`config.mk`:
```
export PLATFORM = sky130hd
export DESIGN_NAME = preset_countdown_timer_controller
export DESIGN_NICKNAME = d
export VERILOG_FILES = /design/src/design/pct_pkg.sv /design/src/design/pct_core.sv /design/src/design/pct_obuf.sv /design/src/design/preset_countdown_timer_controller.sv
export SDC_FILE = /design/constraint.sdc
export NUM_CORES = 1
export LEC_CHECK = 0
export ABC_AREA = 1
export ABC_CLOCK_PERIOD_IN_PS = 4700
export BUFFER_PORTS_ARGS = -buffer_cell sky130_fd_sc_hd__buf_2
export CORE_MARGIN = 3
export CORE_UTILIZATION = 40
export DETAILED_ROUTE_END_ITERATION = 10
export GPL_TIMING_DRIVEN = 0
export PLACE_DENSITY = 0.69
export SETUP_SLACK_MARGIN = 0.5
export SYNTH_ARGS = -nofsm -noshare
export SYNTH_HDL_FRONTEND = slang
export SYNTH_SLANG_ARGS = --single-unit
```
`constraint.sdc`:
```
create_clock -name clk -period 4.7 [get_ports clk]
set_input_delay 0.235 -clock clk [delete_from_list [all_inputs] [get_ports clk]]
set_output_delay 0.235 -clock clk [all_outputs]
set_load 0.05 [all_outputs]
```
`src/design/pct_pkg.sv`:
```
package pct_pkg;

    localparam int OPERATION_W = 2;
    localparam int BUTTON_W    = 3;
    localparam int TIME_W      = 11;
    localparam int LIMIT_W     = 16;
    localparam int IDLE_W      = 17;
    localparam int CHOSEN_W    = 2;
    localparam int LED_W       = 2;
    localparam int CFG_INDEX_W = 2;
    localparam int CFG_DATA_W  = 16;

    localparam logic [OPERATION_W-1:0] OP_TICK   = 2'd0;
    localparam logic [OPERATION_W-1:0] OP_SLEEP  = 2'd1;
    localparam logic [OPERATION_W-1:0] OP_BUTTON = 2'd2;

    localparam logic [BUTTON_W-1:0] BTN_RELEASED = 3'd0;
    localparam logic [BUTTON_W-1:0] BTN_UP       = 3'd1;
    localparam logic [BUTTON_W-1:0] BTN_DOWN     = 3'd2;
    localparam logic [BUTTON_W-1:0] BTN_LEFT     = 3'd3;
    localparam logic [BUTTON_W-1:0] BTN_RIGHT    = 3'd4;
    localparam logic [BUTTON_W-1:0] BTN_START    = 3'd5;

    localparam logic [LED_W-1:0] LED_OFF    = 2'd0;
    localparam logic [LED_W-1:0] LED_STEADY = 2'd1;
    localparam logic [LED_W-1:0] LED_BLINK  = 2'd2;

    localparam logic [CFG_INDEX_W-1:0] CFG_PRESET_FLOOR   = 2'd0;
    localparam logic [CFG_INDEX_W-1:0] CFG_PRESET_CEILING = 2'd1;
    localparam logic [CFG_INDEX_W-1:0] CFG_IDLE_LIMIT     = 2'd2;

    localparam logic [TIME_W-1:0]  RESET_PRESET  = 11'd64;
    localparam logic [TIME_W-1:0]  RESET_FLOOR   = 11'd4;
    localparam logic [TIME_W-1:0]  RESET_CEILING = 11'd1596;
    localparam logic [LIMIT_W-1:0] RESET_LIMIT   = 16'd60;
    localparam logic [TIME_W+1:0]  STEP_SIZE     = 13'd4;

    typedef struct packed {
        logic                motor_on;
        logic                is_asleep;
        logic [CHOSEN_W-1:0] chosen_slot;
        logic [TIME_W-1:0]   remaining;
        logic [TIME_W-1:0]   slot_value;
        logic [LED_W-1:0]    led_mode;
    } result_t;

endpackage

```
`src/design/pct_core.sv`:
```
module pct_core
    import pct_pkg::*;
#(
    parameter int NUM_SLOTS = 4
)
(
    input  logic                   clk,
    input  logic                   rst_n,
    input  logic                   cfg_write,
    input  logic [CFG_INDEX_W-1:0] cfg_index,
    input  logic [CFG_DATA_W-1:0]  cfg_data,
    input  logic                   fire,
    input  logic [OPERATION_W-1:0] operation,
    input  logic [BUTTON_W-1:0]    button,
    output result_t                result
);

    localparam int SLOT_W = $clog2(NUM_SLOTS);
    localparam int SEL_W  = (SLOT_W < CHOSEN_W) ? CHOSEN_W : SLOT_W;
    localparam logic [SLOT_W-1:0] LAST_SLOT = SLOT_W'(NUM_SLOTS - 1);

    logic [TIME_W-1:0]  floor_reg;
    logic [TIME_W-1:0]  ceiling_reg;
    logic [LIMIT_W-1:0] limit_reg;

    logic [TIME_W-1:0] preset_reg [NUM_SLOTS];
    logic [TIME_W-1:0] preset_next [NUM_SLOTS];
    logic [SLOT_W-1:0] sel_reg;
    logic [SLOT_W-1:0] sel_next;
    logic [TIME_W-1:0] countdown_reg;
    logic [TIME_W-1:0] countdown_next;
    logic [IDLE_W-1:0] idle_reg;
    logic [IDLE_W-1:0] idle_next;
    logic              asleep_reg;
    logic              asleep_next;
    logic              grinding_reg;
    logic              grinding_next;

    logic [TIME_W-1:0] cur_preset;
    logic [IDLE_W-1:0] idle_inc;
    logic [TIME_W+1:0] adj_sum;
    logic [TIME_W+1:0] adj_clip;
    logic [TIME_W-1:0] adj_value;
    logic [SLOT_W-1:0] sel_left;
    logic [SLOT_W-1:0] sel_right;
    logic              pressed;
    logic [SEL_W-1:0]  sel_wide;

    assign cur_preset = preset_reg[sel_reg];
    assign idle_inc   = idle_reg + IDLE_W'(1);
    assign pressed    = (button != BTN_RELEASED);
    assign sel_right  = (sel_reg == LAST_SLOT) ? '0 : sel_reg + SLOT_W'(1);
    assign sel_left   = (sel_reg == '0) ? LAST_SLOT : sel_reg - SLOT_W'(1);

    // preset step with ceiling clamp first, floor wins
    always_comb
    begin
        if (button == BTN_UP)
        begin
            adj_sum = {2'b00, cur_preset} + STEP_SIZE;
        end
        else
        begin
            adj_sum = {2'b00, cur_preset} - STEP_SIZE;
        end
        adj_clip = adj_sum;
        if ($signed(adj_clip) > $signed({2'b00, ceiling_reg}))
        begin
            adj_clip = {2'b00, ceiling_reg};
        end
        if ($signed(adj_clip) < $signed({2'b00, floor_reg}))
        begin
            adj_clip = {2'b00, floor_reg};
        end
        adj_value = adj_clip[TIME_W-1:0];
    end

    always_comb
    begin
        preset_next    = preset_reg;
        sel_next       = sel_reg;
        countdown_next = countdown_reg;
        idle_next      = idle_reg;
        asleep_next    = asleep_reg;
        grinding_next  = grinding_reg;
        case (operation)
            OP_TICK:
            begin
                if (grinding_reg)
                begin
                    if (countdown_reg != '0)
                    begin
                        countdown_next = countdown_reg - TIME_W'(1);
                    end
                    else
                    begin
                        grinding_next  = 1'b0;
                        countdown_next = cur_preset;
                        asleep_next    = 1'b0;
                        idle_next      = '0;
                    end
                end
            end
            OP_SLEEP:
            begin
                if (!asleep_reg)
                begin
                    if (idle_inc > {1'b0, limit_reg})
                    begin
                        asleep_next = 1'b1;
                        idle_next   = '0;
                    end
                    else
                    begin
                        idle_next = idle_inc;
                    end
                end
            end
            OP_BUTTON:
            begin
                if (grinding_reg && pressed)
                begin
                    grinding_next  = 1'b0;
                    countdown_next = cur_preset;
                    asleep_next    = 1'b0;
                    idle_next      = '0;
                end
                else if (asleep_reg && pressed)
                begin
                    asleep_next = 1'b0;
                    idle_next   = '0;
                end
                else if (!grinding_reg)
                begin
                    idle_next = '0;
                    case (button)
                        BTN_UP, BTN_DOWN:
                        begin
                            preset_next[sel_reg] = adj_value;
                            countdown_next       = adj_value;
                        end
                        BTN_LEFT:
                        begin
                            sel_next       = sel_left;
                            countdown_next = preset_reg[sel_left];
                        end
                        BTN_RIGHT:
                        begin
                            sel_next       = sel_right;
                            countdown_next = preset_reg[sel_right];
                        end
                        BTN_START:
                        begin
                            grinding_next = 1'b1;
                            asleep_next   = 1'b0;
                        end
                        default:
                        begin
                        end
                    endcase
                end
            end
            default:
            begin
            end
        endcase
    end

    assign sel_wide = SEL_W'(sel_next);

    always_comb
    begin
        result.motor_on    = grinding_next;
        result.is_asleep   = asleep_next;
        result.chosen_slot = sel_wide[CHOSEN_W-1:0];
        result.remaining   = countdown_next;
        result.slot_value  = preset_next[sel_next];
        if (grinding_next)
        begin
            result.led_mode = LED_OFF;
        end
        else if (asleep_next)
        begin
            result.led_mode = LED_BLINK;
        end
        else
        begin
            result.led_mode = LED_STEADY;
        end
    end

    always_ff @(posedge clk or negedge rst_n)
    begin
        if (!rst_n)
        begin
            floor_reg   <= RESET_FLOOR;
            ceiling_reg <= RESET_CEILING;
            limit_reg   <= RESET_LIMIT;
        end
        else if (cfg_write)
        begin
            case (cfg_index)
                CFG_PRESET_FLOOR:   floor_reg   <= cfg_data[TIME_W-1:0];
                CFG_PRESET_CEILING: ceiling_reg <= cfg_data[TIME_W-1:0];
                CFG_IDLE_LIMIT:     limit_reg   <= cfg_data[LIMIT_W-1:0];
                default:
                begin
                end
            endcase
        end
    end

    always_ff @(posedge clk or negedge rst_n)
    begin
        if (!rst_n)
        begin
            for (int i = 0; i < NUM_SLOTS; i++)
            begin
                preset_reg[i] <= RESET_PRESET;
            end
            sel_reg       <= '0;
            countdown_reg <= RESET_PRESET;
            idle_reg      <= '0;
            asleep_reg    <= 1'b0;
            grinding_reg  <= 1'b0;
        end
        else if (fire)
        begin
            preset_reg    <= preset_next;
            sel_reg       <= sel_next;
            countdown_reg <= countdown_next;
            idle_reg      <= idle_next;
            asleep_reg    <= asleep_next;
            grinding_reg  <= grinding_next;
        end
    end

    // countdown only moves while grinding or on selection/preset changes
    a_tick_idle: assert property (@(posedge clk) disable iff (!rst_n)
        (fire && operation == OP_TICK && !grinding_reg) |=> $stable(countdown_reg))
        else $error("countdown changed on a tick while stopped");

    a_start_only: assert property (@(posedge clk) disable iff (!rst_n)
        $rose(grinding_reg) |-> $past(fire && operation == OP_BUTTON && button == BTN_START))
        else $error("motor started without start button");

    a_sleep_idle: assert property (@(posedge clk) disable iff (!rst_n)
        $rose(asleep_reg) |-> (idle_reg == '0))
        else $error("idle count not cleared on sleep entry");

endmodule

```
`src/design/pct_obuf.sv`:
```
module pct_obuf
    import pct_pkg::*;
(
    input  logic    clk,
    input  logic    rst_n,
    input  logic    push,
    input  result_t push_data,
    output logic    full,
    output logic    out_valid,
    input  logic    out_stall,
    output result_t out_data
);

    logic    out_valid_reg;
    logic    out_valid_next;
    result_t out_data_reg;
    result_t out_data_next;
    logic    skid_valid_reg;
    logic    skid_valid_next;
    result_t skid_data_reg;
    result_t skid_data_next;
    logic    out_free;

    assign out_free = !out_valid_reg || !out_stall;

    always_comb
    begin
        out_valid_next  = out_valid_reg;
        out_data_next   = out_data_reg;
        skid_valid_next = skid_valid_reg;
        skid_data_next  = skid_data_reg;
        if (out_free)
        begin
            if (skid_valid_reg)
            begin
                out_valid_next  = 1'b1;
                out_data_next   = skid_data_reg;
                skid_valid_next = 1'b0;
            end
            else
            begin
                out_valid_next = push;
                out_data_next  = push_data;
            end
        end
        else if (push)
        begin
            skid_valid_next = 1'b1;
            skid_data_next  = push_data;
        end
    end

    always_ff @(posedge clk or negedge rst_n)
    begin
        if (!rst_n)
        begin
            out_valid_reg  <= 1'b0;
            skid_valid_reg <= 1'b0;
        end
        else
        begin
            out_valid_reg  <= out_valid_next;
            skid_valid_reg <= skid_valid_next;
        end
    end

    always_ff @(posedge clk)
    begin
        out_data_reg  <= out_data_next;
        skid_data_reg <= skid_data_next;
    end

    assign full      = skid_valid_reg;
    assign out_valid = out_valid_reg;
    assign out_data  = out_data_reg;

    a_skid_order: assert property (@(posedge clk) disable iff (!rst_n)
        skid_valid_reg |-> out_valid_reg)
        else $error("skid holds an item ahead of the output register");

endmodule

```
`src/design/preset_countdown_timer_controller.sv`:
```
// an accepted item's result is formed combinationally and registered in the output buffer
// throughput: one item per cycle while in_stall is low; state update is a single registered pass
// a two-entry output buffer keeps input taking items while one result waits
// in_stall rises only when both output entries are full
// reset: asynchronous active low; presets and countdown load 64, config loads defaults
module preset_countdown_timer_controller
    import pct_pkg::*;
#(
    parameter int NUM_SLOTS = 4
)
(
    input  logic                   clk,
    input  logic                   rst_n,
    input  logic                   cfg_write,
    input  logic [CFG_INDEX_W-1:0] cfg_index,
    input  logic [CFG_DATA_W-1:0]  cfg_data,
    input  logic                   in_valid,
    output logic                   in_stall,
    input  logic [OPERATION_W-1:0] operation,
    input  logic [BUTTON_W-1:0]    button,
    output logic                   out_valid,
    input  logic                   out_stall,
    output logic                   motor_on,
    output logic                   is_asleep,
    output logic [CHOSEN_W-1:0]    chosen_slot,
    output logic [TIME_W-1:0]      remaining,
    output logic [TIME_W-1:0]      slot_value,
    output logic [LED_W-1:0]       led_mode
);

    logic    fire;
    logic    full;
    result_t result;
    result_t out_data;

    assign in_stall = full;
    assign fire     = in_valid && !full;

    pct_core #(
        .NUM_SLOTS (NUM_SLOTS)
    ) u_core (
        .clk       (clk),
        .rst_n     (rst_n),
        .cfg_write (cfg_write),
        .cfg_index (cfg_index),
        .cfg_data  (cfg_data),
        .fire      (fire),
        .operation (operation),
        .button    (button),
        .result    (result)
    );

    pct_obuf u_obuf (
        .clk       (clk),
        .rst_n     (rst_n),
        .push      (fire),
        .push_data (result),
        .full      (full),
        .out_valid (out_valid),
        .out_stall (out_stall),
        .out_data  (out_data)
    );

    assign motor_on    = out_data.motor_on;
    assign is_asleep   = out_data.is_asleep;
    assign chosen_slot = out_data.chosen_slot;
    assign remaining   = out_data.remaining;
    assign slot_value  = out_data.slot_value;
    assign led_mode    = out_data.led_mode;

endmodule
```
==> results of run 1 <==
==> worst min-delay path by stage <==
stage	end	slack (ns)	start
floorplan	u_core.asleep_reg$_DFFE_PN0P_	-0.06	rst_n
global placement	u_obuf.out_valid$_DFFE_PN0N_	0.45	in_valid
detailed placement	u_core.idle_reg[12]$_DFFE_PN0P_	0.23	rst_n
CTS	u_core.limit_reg[14]$_DFFE_PN0P_	0.03	cfg_data[14]
global route	u_core.limit_reg[11]$_DFFE_PN0P_	0.04	cfg_data[11]
finish	u_core.limit_reg[11]$_DFFE_PN0P_	0.03	cfg_data[11]
==> layout make-up <==
cell class / instances / area share, %
Antenna cell: 2 / 0.03286
Buffer: 77 / 2.777
Clock buffer: 17 / 2.794
Clock inverter: 15 / 1.446
Inverter: 183 / 4.782
Multi-Input combinational cell: 1175 / 49.50
Sequential cell: 172 / 30.24
Tap cell: 378 / 3.106
Timing Repair Buffer: 106 / 5.267
Timing Repair inverter: 1 / 0.05751
==> worst max-delay path, delay by kind of cell, from the launching register on <==
family	cells	cell delay, ns
and+or+nand+nor	23	2.41
buffers and inverters	14	1.57
DFF	1	0.40
adders and majority gates	2	0.59
AOI/OAI and AO/OA	2	0.25
xor gates and xnor gates	1	0.18
==> cells by family (layout without fill, tap and decap cells) <==
family | after synthesis | in the layout | synth area share, %
compound gates | 299 | 299 | 14.34
simple gates | 804 | 804 | 30.12
other cells | 0 | 2 | 0
buf+inv | 260 | 399 | 8.990
xor+xnor | 27 | 27 | 2.037
fa+ha+maj | 45 | 45 | 4.851
flops | 172 | 172 | 39.67
==> synth_stat cells (2+ instances only) <==
library cell	n	area share (%)
nand2_1	435	14
nand3_1	235	10
inv_1	172	5.6
o21ai_0	143	6.2
dfrtp_1	100	22
a21oi_1	85	3.7
nor2_1	62	2.0
clkbuf_1	59	1.9
edfxtp_1	56	14
ha_1	45	4.9
o211ai_1	26	1.7
xor2_1	26	2.0
nand2_2	18	0.97
dfstp_2	16	3.6
nor3_1	12	0.52
and2_1	11	0.59
or2_2	10	0.54
o21ai_1	9	0.39
nand4_1	7	0.38
a221oi_1	6	0.45
o21a_1	6	0.39
o22ai_1	6	0.32
buf_1	5	0.16
buf_2	5	0.22
buf_6	5	0.49
inv_2	5	0.16
nor2_2	5	0.27
a211oi_1	4	0.26
buf_4	3	0.19
clkinv_1	3	0.097
nor4_1	3	0.16
o221ai_1	3	0.23
a31oi_1	2	0.11
a32o_1	2	0.17
a32oi_1	2	0.15
inv_6	2	0.15
nand3b_1	2	0.13
==> layer usage <==
layer	track usage [%]	share of wire (%)	up-vias
met5	0	0	-
met4	12.14	5.6	0
met3	5.419	11	206
met2	40.88	45	760
met1	34.58	39	5884
li1	-	-	5635
==> metrics by stage <==
stage | worst slack, ns | hold WS [ns] | setup TNS, ns | cell area [µm²] | util [%]
floorplan | 0.1329 | -0.06059 | 0 | 11830 | -
global placement | -0.9142 | 0.4531 | -61.38 | 12590 | 44.71
detailed placement | -1.007 | 0.2294 | -71.96 | 12650 | 44.93
CTS | -0.6047 | 0.02577 | -37.34 | 14110 | 50.09
global route | -1.176 | 0.04140 | -92.33 | 15230 | 54.06
finish | -0.9477 | 0.02837 | -70.59 | 15230 | 54.07
==> repair_timing <==
item,4_1_cts,5_1_grt
buffers inserted,23,18
resized for setup,156,216
pin swaps,18,78
hold endpoints to repair,52,0
setup endpoints to repair,114,114
hold buffers,2,0
cloned,2,3
==> report_table.html, run 1 <==
<table>
<tr><th>Metric</th><th>Value</th></tr>
<tr><th colspan="2">Critical path</th></tr>
<tr><td>Slowest stage cell, crit path</td><td>dfrtp_1</td></tr>
<tr><td>Crit path capture type</td><td>flop</td></tr>
<tr><td>Critical setup path kind</td><td>flop to flop</td></tr>
<tr><td>CP max FO</td><td>8</td></tr>
<tr><td>Crit path launch type</td><td>flop</td></tr>
<tr><td>Critical path origin</td><td>u_core.sel_reg[0]$_DFFE_PN0P_</td></tr>
<tr><td>Number of cells traversed by the worst register-to-register path</td><td>42</td></tr>
<tr><td>Worst r2r dst</td><td>u_obuf.out_data[21]$_DFFE_PN_</td></tr>
<tr><td>Top cell by count, worst path</td><td>nand2_1</td></tr>
<tr><td>Data required time of the critical path</td><td>~5 ns</td></tr>
<tr><td>Biggest cell delay along the critical path</td><td>about 0.40 ns</td></tr>
<tr><td>Minimum setup slack among reg-to-reg paths</td><td>-0.95 ns</td></tr>
<tr><td>Critical register-to-register path startpoint</td><td>u_core.sel_reg[0]$_DFFE_PN0P_</td></tr>
<tr><td>CP arrival</td><td>5.86 ns</td></tr>
<tr><td>Capturing element of the worst setup path</td><td>u_obuf.out_data[21]$_DFFE_PN_</td></tr>
<tr><th colspan="2">Placement</th></tr>
<tr><td>Placed Cells incl. Taps</td><td>between 2000 and 2500</td></tr>
<tr><td>DP HPWL</td><td>29210 µm</td></tr>
<tr><td>Input/output buffers</td><td>57</td></tr>
<tr><td>Gpl congestion</td><td>~1.1</td></tr>
<tr><th colspan="2">Layout</th></tr>
<tr><td>Layout Nets</td><td>between 1500 and 2000</td></tr>
<tr><td>Fraction of final layout cells sized beyond drive strength 1</td><td>26.52%</td></tr>
<tr><td>Flip-flop count of the largest register, all copies and words added</td><td>44</td></tr>
<tr><td>Count of fill cells added during filler insertion</td><td>approximately 2500</td></tr>
<tr><td>Sequential cell area</td><td>4604 µm²</td></tr>
<tr><td>Highest-count cells in the layout ignoring fill and taps</td><td>nand2_1 (351), inv_1 (163), nand3_1 (117)</td></tr>
<tr><td>Area taken by multi-input logic gates</td><td>~7500 µm²</td></tr>
<tr><td>Most common cell after layout, fill and taps aside</td><td>nand2_1</td></tr>
<tr><td>Filler-free cell count of the finished design</td><td>approximately 2100</td></tr>
<tr><td>Layout-stage area growth over the synthesis result</td><td>31.20%</td></tr>
<tr><th colspan="2">Die</th></tr>
<tr><td>Top-Level Pins</td><td>58</td></tr>
<tr><td>Row cnt</td><td>61</td></tr>
<tr><td>Effective utilization at floorplan</td><td>between 40% and 50%</td></tr>
<tr><td>Die Ht</td><td>176.4 µm</td></tr>
<tr><td>Die X</td><td>about 180 µm</td></tr>
<tr><td>Die Area</td><td>31100 µm²</td></tr>
<tr><td>Core Box Area</td><td>~28000 µm²</td></tr>
<tr><th colspan="2">Route</th></tr>
<tr><td>Detail Route Antenna Nets</td><td>0</td></tr>
<tr><td>Vias per Instance</td><td>5.873</td></tr>
<tr><td>Initial drt markers</td><td>about 1600</td></tr>
<tr><td>Detailed-route wire length</td><td>about 43000 µm</td></tr>
<tr><td>Count of vias placed by the detailed router</td><td>roughly 12000</td></tr>
<tr><td>Number of detailed-route iterations in the first pass</td><td>6</td></tr>
<tr><td>Residual DRC</td><td>0</td></tr>
<tr><td>DR WL/cell</td><td>between 20 and 25 µm</td></tr>
<tr><th colspan="2">Global routing</th></tr>
<tr><td>GRT Overall Usage</td><td>roughly a quarter</td></tr>
<tr><td>Global route total overflow</td><td>0</td></tr>
<tr><td>Pin count of the biggest net entering global routing</td><td>between 60 and 70</td></tr>
<tr><td>Global-route wire length before repair</td><td>about 63000 µm</td></tr>
<tr><td>Number of antenna violations at the first check in global routing</td><td>1</td></tr>
<tr><td>Vias in the first global route</td><td>11510</td></tr>
<tr><th colspan="2">STA</th></tr>
<tr><td>Final number of max-transition violations</td><td>0</td></tr>
<tr><td>Unrepaired setup endpoints after global routing</td><td>yes</td></tr>
<tr><td>Final min period</td><td>between 5 and 6 ns</td></tr>
<tr><td>Slew at the pin closest to its max-slew limit</td><td>between 1 and 1.5 ns</td></tr>
<tr><td>Final hold vios</td><td>0</td></tr>
<tr><td>Total of endpoints with negative setup slack in the final report</td><td>just under 100</td></tr>
<tr><td>Share of the clock period used by the worst path after layout</td><td>120.2%</td></tr>
<tr><td>Maximum clock skew at final layout</td><td>0.01677 ns</td></tr>
<tr><td>Max frequency</td><td>roughly 0.18 GHz</td></tr>
<tr><td>Slew margin rel.</td><td>approximately 16%</td></tr>
<tr><td>Fin worst setup slack</td><td>-0.9477 ns</td></tr>
<tr><th colspan="2">Clock network</th></tr>
<tr><td>Clock-pin slew of the registers on the worst-case setup and hold paths</td><td>~0.08 ns</td></tr>
<tr><td>Clock tree from TritonCTS</td><td>yes</td></tr>
<tr><td>Total CTS buffers</td><td>17</td></tr>
<tr><td>Clock insertion delay at the later pin of the skew report</td><td>0.46 ns</td></tr>
<tr><td>Clock tree root driver cell</td><td>clkbuf_16</td></tr>
<tr><td>Clock net sink count</td><td>172</td></tr>
<tr><td>Clock Tree Buf Depth</td><td>2</td></tr>
<tr><td>Deepest level of the CTS H-tree</td><td>4</td></tr>
<tr><th colspan="2">Status</th></tr>
<tr><td>Violations in the final reports</td><td>negative setup slack</td></tr>
<tr><td>Result of the run</td><td>complete, but fails checks</td></tr>
<tr><th colspan="2">Synth</th></tr>
<tr><td>Post-synthesis average cell area</td><td>a little over 7 µm²</td></tr>
<tr><td>Post-synthesis register bit count</td><td>~170</td></tr>
<tr><td>Synthesized instance count</td><td>between 1500 and 2000</td></tr>
<tr><td>Post-synthesis async set-or-reset flop share</td><td>approximately 67%</td></tr>
<tr><td>Number of warnings printed during yosys synthesis</td><td>0</td></tr>
<tr><td>Post-synth EDFFs</td><td>56</td></tr>
<tr><td>Share of the yosys chip area belonging to registers</td><td>roughly two fifths</td></tr>
<tr><td>Cell Area, Synth</td><td>approximately 12000 µm²</td></tr>
<tr><td>Post-synth net total</td><td>1680</td></tr>
<tr><td>Netlist cell types</td><td>48</td></tr>
<tr><td>Ys flop type</td><td>dfrtp_1</td></tr>
<tr><th colspan="2">Min path</th></tr>
<tr><td>Number of cells on the worst hold path</td><td>3</td></tr>
<tr><td>Type of the worst min-delay path</td><td>input port to flop</td></tr>
<tr><th colspan="2">Flow run</th></tr>
<tr><td>Max-capacitance violation count</td><td>0</td></tr>
</table>
Power of run 1 is left out: the tool's default activity adds up to more than one toggle a clock period on the data nets, which glitch-free logic cannot reach.
==> run 2, diff against run 1 <==
Settings changed: ABC_CLOCK_PERIOD_IN_PS 4700 to 7200, GPL_TIMING_DRIVEN 0 to default, PLACE_DENSITY 0.69 to 0.67.
Clock period 4.7 ns to 7.2 ns, I/O delays scaled along.
==> report_table.html, run 2 (synthesis gave the netlist of run 1 again) <==
<table>
<tr><th>Metric</th><th>Value</th></tr>
<tr><th colspan="2">Layout</th></tr>
<tr><td>Final standard cell utilization of the core</td><td>45.30% (-8.8 points)</td></tr>
<tr><td>Layout-stage area growth over the synthesis result</td><td>9.906%</td></tr>
<tr><td>Layout Nets</td><td>1699 (-5.9%)</td></tr>
<tr><td>Area taken by multi-input logic gates</td><td>5974 µm² (-21%)</td></tr>
<tr><td>Number of antenna diodes</td><td>0 (-2)</td></tr>
<tr><td>Sequential cell area</td><td>4604 µm² (unchanged)</td></tr>
<tr><td>Most common cell after layout, fill and taps aside</td><td>nand2_1</td></tr>
<tr><td>Fraction of final layout cells sized beyond drive strength 1</td><td>10.37% (-16 points)</td></tr>
<tr><td>Flip-flop count of the largest register, all copies and words added</td><td>44 (unchanged)</td></tr>
<tr><td>Count of fill cells added during filler insertion</td><td>2881 (+13%)</td></tr>
<tr><td>Highest-count cells in the layout ignoring fill and taps</td><td>nand2_1 (434), nand3_1 (235), inv_1 (171)</td></tr>
<tr><th colspan="2">STA</th></tr>
<tr><td>Fin worst setup slack</td><td>1.145 ns (+2.092 ns)</td></tr>
<tr><td>Slew at the pin closest to its max-slew limit</td><td>0.9773 ns (-0.2838 ns)</td></tr>
<tr><td>Max frequency</td><td>0.1651 GHz (-6.7%)</td></tr>
<tr><td>Final hold vios</td><td>14 (+14)</td></tr>
<tr><td>Share of the clock period used by the worst path after layout</td><td>84.10% (-36 points)</td></tr>
<tr><td>Final number of max-transition violations</td><td>0 (unchanged)</td></tr>
<tr><td>Total of endpoints with negative setup slack in the final report</td><td>0 (-100%)</td></tr>
<tr><td>Unrepaired setup endpoints after global routing</td><td>no</td></tr>
<tr><td>Slew margin rel.</td><td>34.77% (+19 points)</td></tr>
<tr><td>Worst Hold Margin</td><td>-0.02111 ns (-0.04948 ns)</td></tr>
<tr><td>Final min period</td><td>6.055 ns (+0.4077 ns)</td></tr>
<tr><td>Maximum clock skew at final layout</td><td>0.02474 ns (+0.007969 ns)</td></tr>
<tr><td>Aggregate negative setup slack</td><td>0 ns (+70.59 ns)</td></tr>
<tr><th colspan="2">Critical path</th></tr>
<tr><td>Crit path launch type</td><td>flop</td></tr>
<tr><td>Critical setup path kind</td><td>flop to flop</td></tr>
<tr><td>Number of cells traversed by the worst register-to-register path</td><td>33 (-21%)</td></tr>
<tr><td>Minimum setup slack among reg-to-reg paths</td><td>1.14 ns (+2.09 ns)</td></tr>
<tr><td>Capturing element of the worst setup path</td><td>u_obuf.out_data[7]$_DFFE_PN_</td></tr>
<tr><td>Worst r2r dst</td><td>u_obuf.out_data[7]$_DFFE_PN_</td></tr>
<tr><td>Total number of cells along the worst setup path</td><td>33 (-21%)</td></tr>
<tr><td>Buffers and inverters on the worst path</td><td>7 (-7)</td></tr>
<tr><td>CP arrival</td><td>6.25 ns (+0.39 ns)</td></tr>
<tr><td>Critical register-to-register path startpoint</td><td>u_core.sel_reg[0]$_DFFE_PN0P_</td></tr>
<tr><td>CP max FO</td><td>27 (+19)</td></tr>
<tr><td>Data required time of the critical path</td><td>7.40 ns (+2.49 ns)</td></tr>
<tr><td>Biggest cell delay along the critical path</td><td>0.42 ns (+0.02 ns)</td></tr>
<tr><td>Cell family with most CP delay</td><td>simple AND/OR/NAND/NOR gates</td></tr>
<tr><td>Slowest stage cell, crit path</td><td>dfrtp_1</td></tr>
<tr><td>Crit path capture type</td><td>flop</td></tr>
<tr><td>Critical path origin</td><td>u_core.sel_reg[0]$_DFFE_PN0P_</td></tr>
<tr><th colspan="2">Clock network</th></tr>
<tr><td>Clock tree root driver cell</td><td>clkbuf_16</td></tr>
<tr><td>Clock Tree Buf Depth</td><td>2 (unchanged)</td></tr>
<tr><td>Clock-pin slew of the registers on the worst-case setup and hold paths</td><td>0.07 ns (about the same)</td></tr>
<tr><td>Total CTS buffers</td><td>17 (unchanged)</td></tr>
<tr><td>Clock insertion delay at the later pin of the skew report</td><td>0.46 ns (about the same)</td></tr>
<tr><td>Deepest level of the CTS H-tree</td><td>4 (unchanged)</td></tr>
<tr><td>Buffer count from post-CTS setup fixing</td><td>0 (-100%)</td></tr>
<tr><td>Clock tree from TritonCTS</td><td>yes</td></tr>
<tr><td>Clock net sink count</td><td>172 (unchanged)</td></tr>
<tr><th colspan="2">Placement</th></tr>
<tr><td>Setup WS pre-CTS</td><td>0.9651 ns (+1.972 ns)</td></tr>
<tr><td>Input/output buffers</td><td>57 (unchanged)</td></tr>
<tr><td>Gpl congestion</td><td>0.9855 (-8.6%)</td></tr>
<tr><td>DP HPWL</td><td>26010 µm (-11%)</td></tr>
<tr><th colspan="2">Global routing</th></tr>
<tr><td>Pin count of the biggest net entering global routing</td><td>75 (+15%)</td></tr>
<tr><td>Number of antenna violations at the first check in global routing</td><td>2 (+1)</td></tr>
<tr><td>Global route total overflow</td><td>0 (unchanged)</td></tr>
<tr><td>GRT Overall Usage</td><td>23.66% (-2.4 points)</td></tr>
<tr><td>Global-route wire length before repair</td><td>57800 µm (-8.9%)</td></tr>
<tr><td>Vias in the first global route</td><td>10547 (-8.4%)</td></tr>
<tr><th colspan="2">Die</th></tr>
<tr><td>Die Ht</td><td>176.4 µm (unchanged)</td></tr>
<tr><td>Row cnt</td><td>61 (unchanged)</td></tr>
<tr><td>Die Area</td><td>31100 µm² (unchanged)</td></tr>
<tr><td>Effective utilization at floorplan</td><td>41.21% (unchanged)</td></tr>
<tr><td>Top-Level Pins</td><td>58 (unchanged)</td></tr>
<tr><td>Core Box Area</td><td>28160 µm² (unchanged)</td></tr>
<tr><td>Die X</td><td>176.4 µm (unchanged)</td></tr>
<tr><th colspan="2">Status</th></tr>
<tr><td>Violations in the final reports</td><td>negative hold slack</td></tr>
<tr><td>Result of the run</td><td>complete, but fails checks</td></tr>
<tr><th colspan="2">Route</th></tr>
<tr><td>Initial drt markers</td><td>1205 (-23%)</td></tr>
<tr><td>Residual DRC</td><td>0 (unchanged)</td></tr>
<tr><td>Vias per Instance</td><td>5.535 (-5.7%)</td></tr>
<tr><td>Number of detailed-route iterations in the first pass</td><td>5 (-1)</td></tr>
<tr><td>DR WL/cell</td><td>17.99 µm (-11%)</td></tr>
<tr><td>Detail Route Antenna Nets</td><td>0 (unchanged)</td></tr>
<tr><td>Detailed-route wire length</td><td>36280 µm (-16%)</td></tr>
<tr><td>Count of vias placed by the detailed router</td><td>11164 (-11%)</td></tr>
<tr><th colspan="2">Flow run</th></tr>
<tr><td>Max-capacitance violation count</td><td>0 (unchanged)</td></tr>
<tr><th colspan="2">Min path</th></tr>
<tr><td>Type of the worst min-delay path</td><td>input port to asynchronous set/reset pin</td></tr>
</table>
[run 2: worst min-delay path by stage]
stage | endpoint | slack [ns] | cells past startpoint
3_3_place_gp | u_core.ceiling_reg[7]$_DFFE_PN0P_ | 0.47 | 2
3_5_place_dp | u_core.limit_reg[10]$_DFFE_PN0P_ | 0.47 | 2
2_1_floorplan | u_core.asleep_reg$_DFFE_PN0P_ | 0.06 | 0
5_1_grt | u_core.idle_reg[16]$_DFFE_PN0P_ | 0.02 | 1
6_report | u_core.idle_reg[15]$_DFFE_PN0P_ | -0.02 | 1
4_1_cts | u_core.idle_reg[15]$_DFFE_PN0P_ | 0.001 | 1
[run 2: repair_timing]
action,4_1_cts,5_1_grt
setup endpoints to repair,0,64
hold buffers,0,0
resized for setup,0,3
hold endpoints to repair,0,0
[run 2: layout make-up]
cell class / count / area share, %
Multi-Input combinational cell: 1175 / 46.83
Sequential cell: 172 / 36.09
Inverter: 183 / 5.483
Tap cell: 378 / 3.707
Clock buffer: 19 / 3.472
Timing Repair Buffer: 77 / 3.433
Clock inverter: 13 / 0.9808
[run 2: per-stage QoR]
step / cell area [µm²] / cells
after global routing: 12760 / 2017
after detailed placement: 12180 / 1985
after global placement: 12180 / 1985
after floorplan: 11610 / 1607
final: 12760 / 2017
after CTS: 12740 / 2017
[run 2: routing by layer]
metal	share of wire, %	vias to the layer above	track usage, %
met5	0.069	-	0
met4	3.2	4	9.525
met3	8.6	90	5.527
met2	44	468	36.07
met1	44	5206	32.55
li1	-	5396	-
Power of run 2 is left out for the same reason.
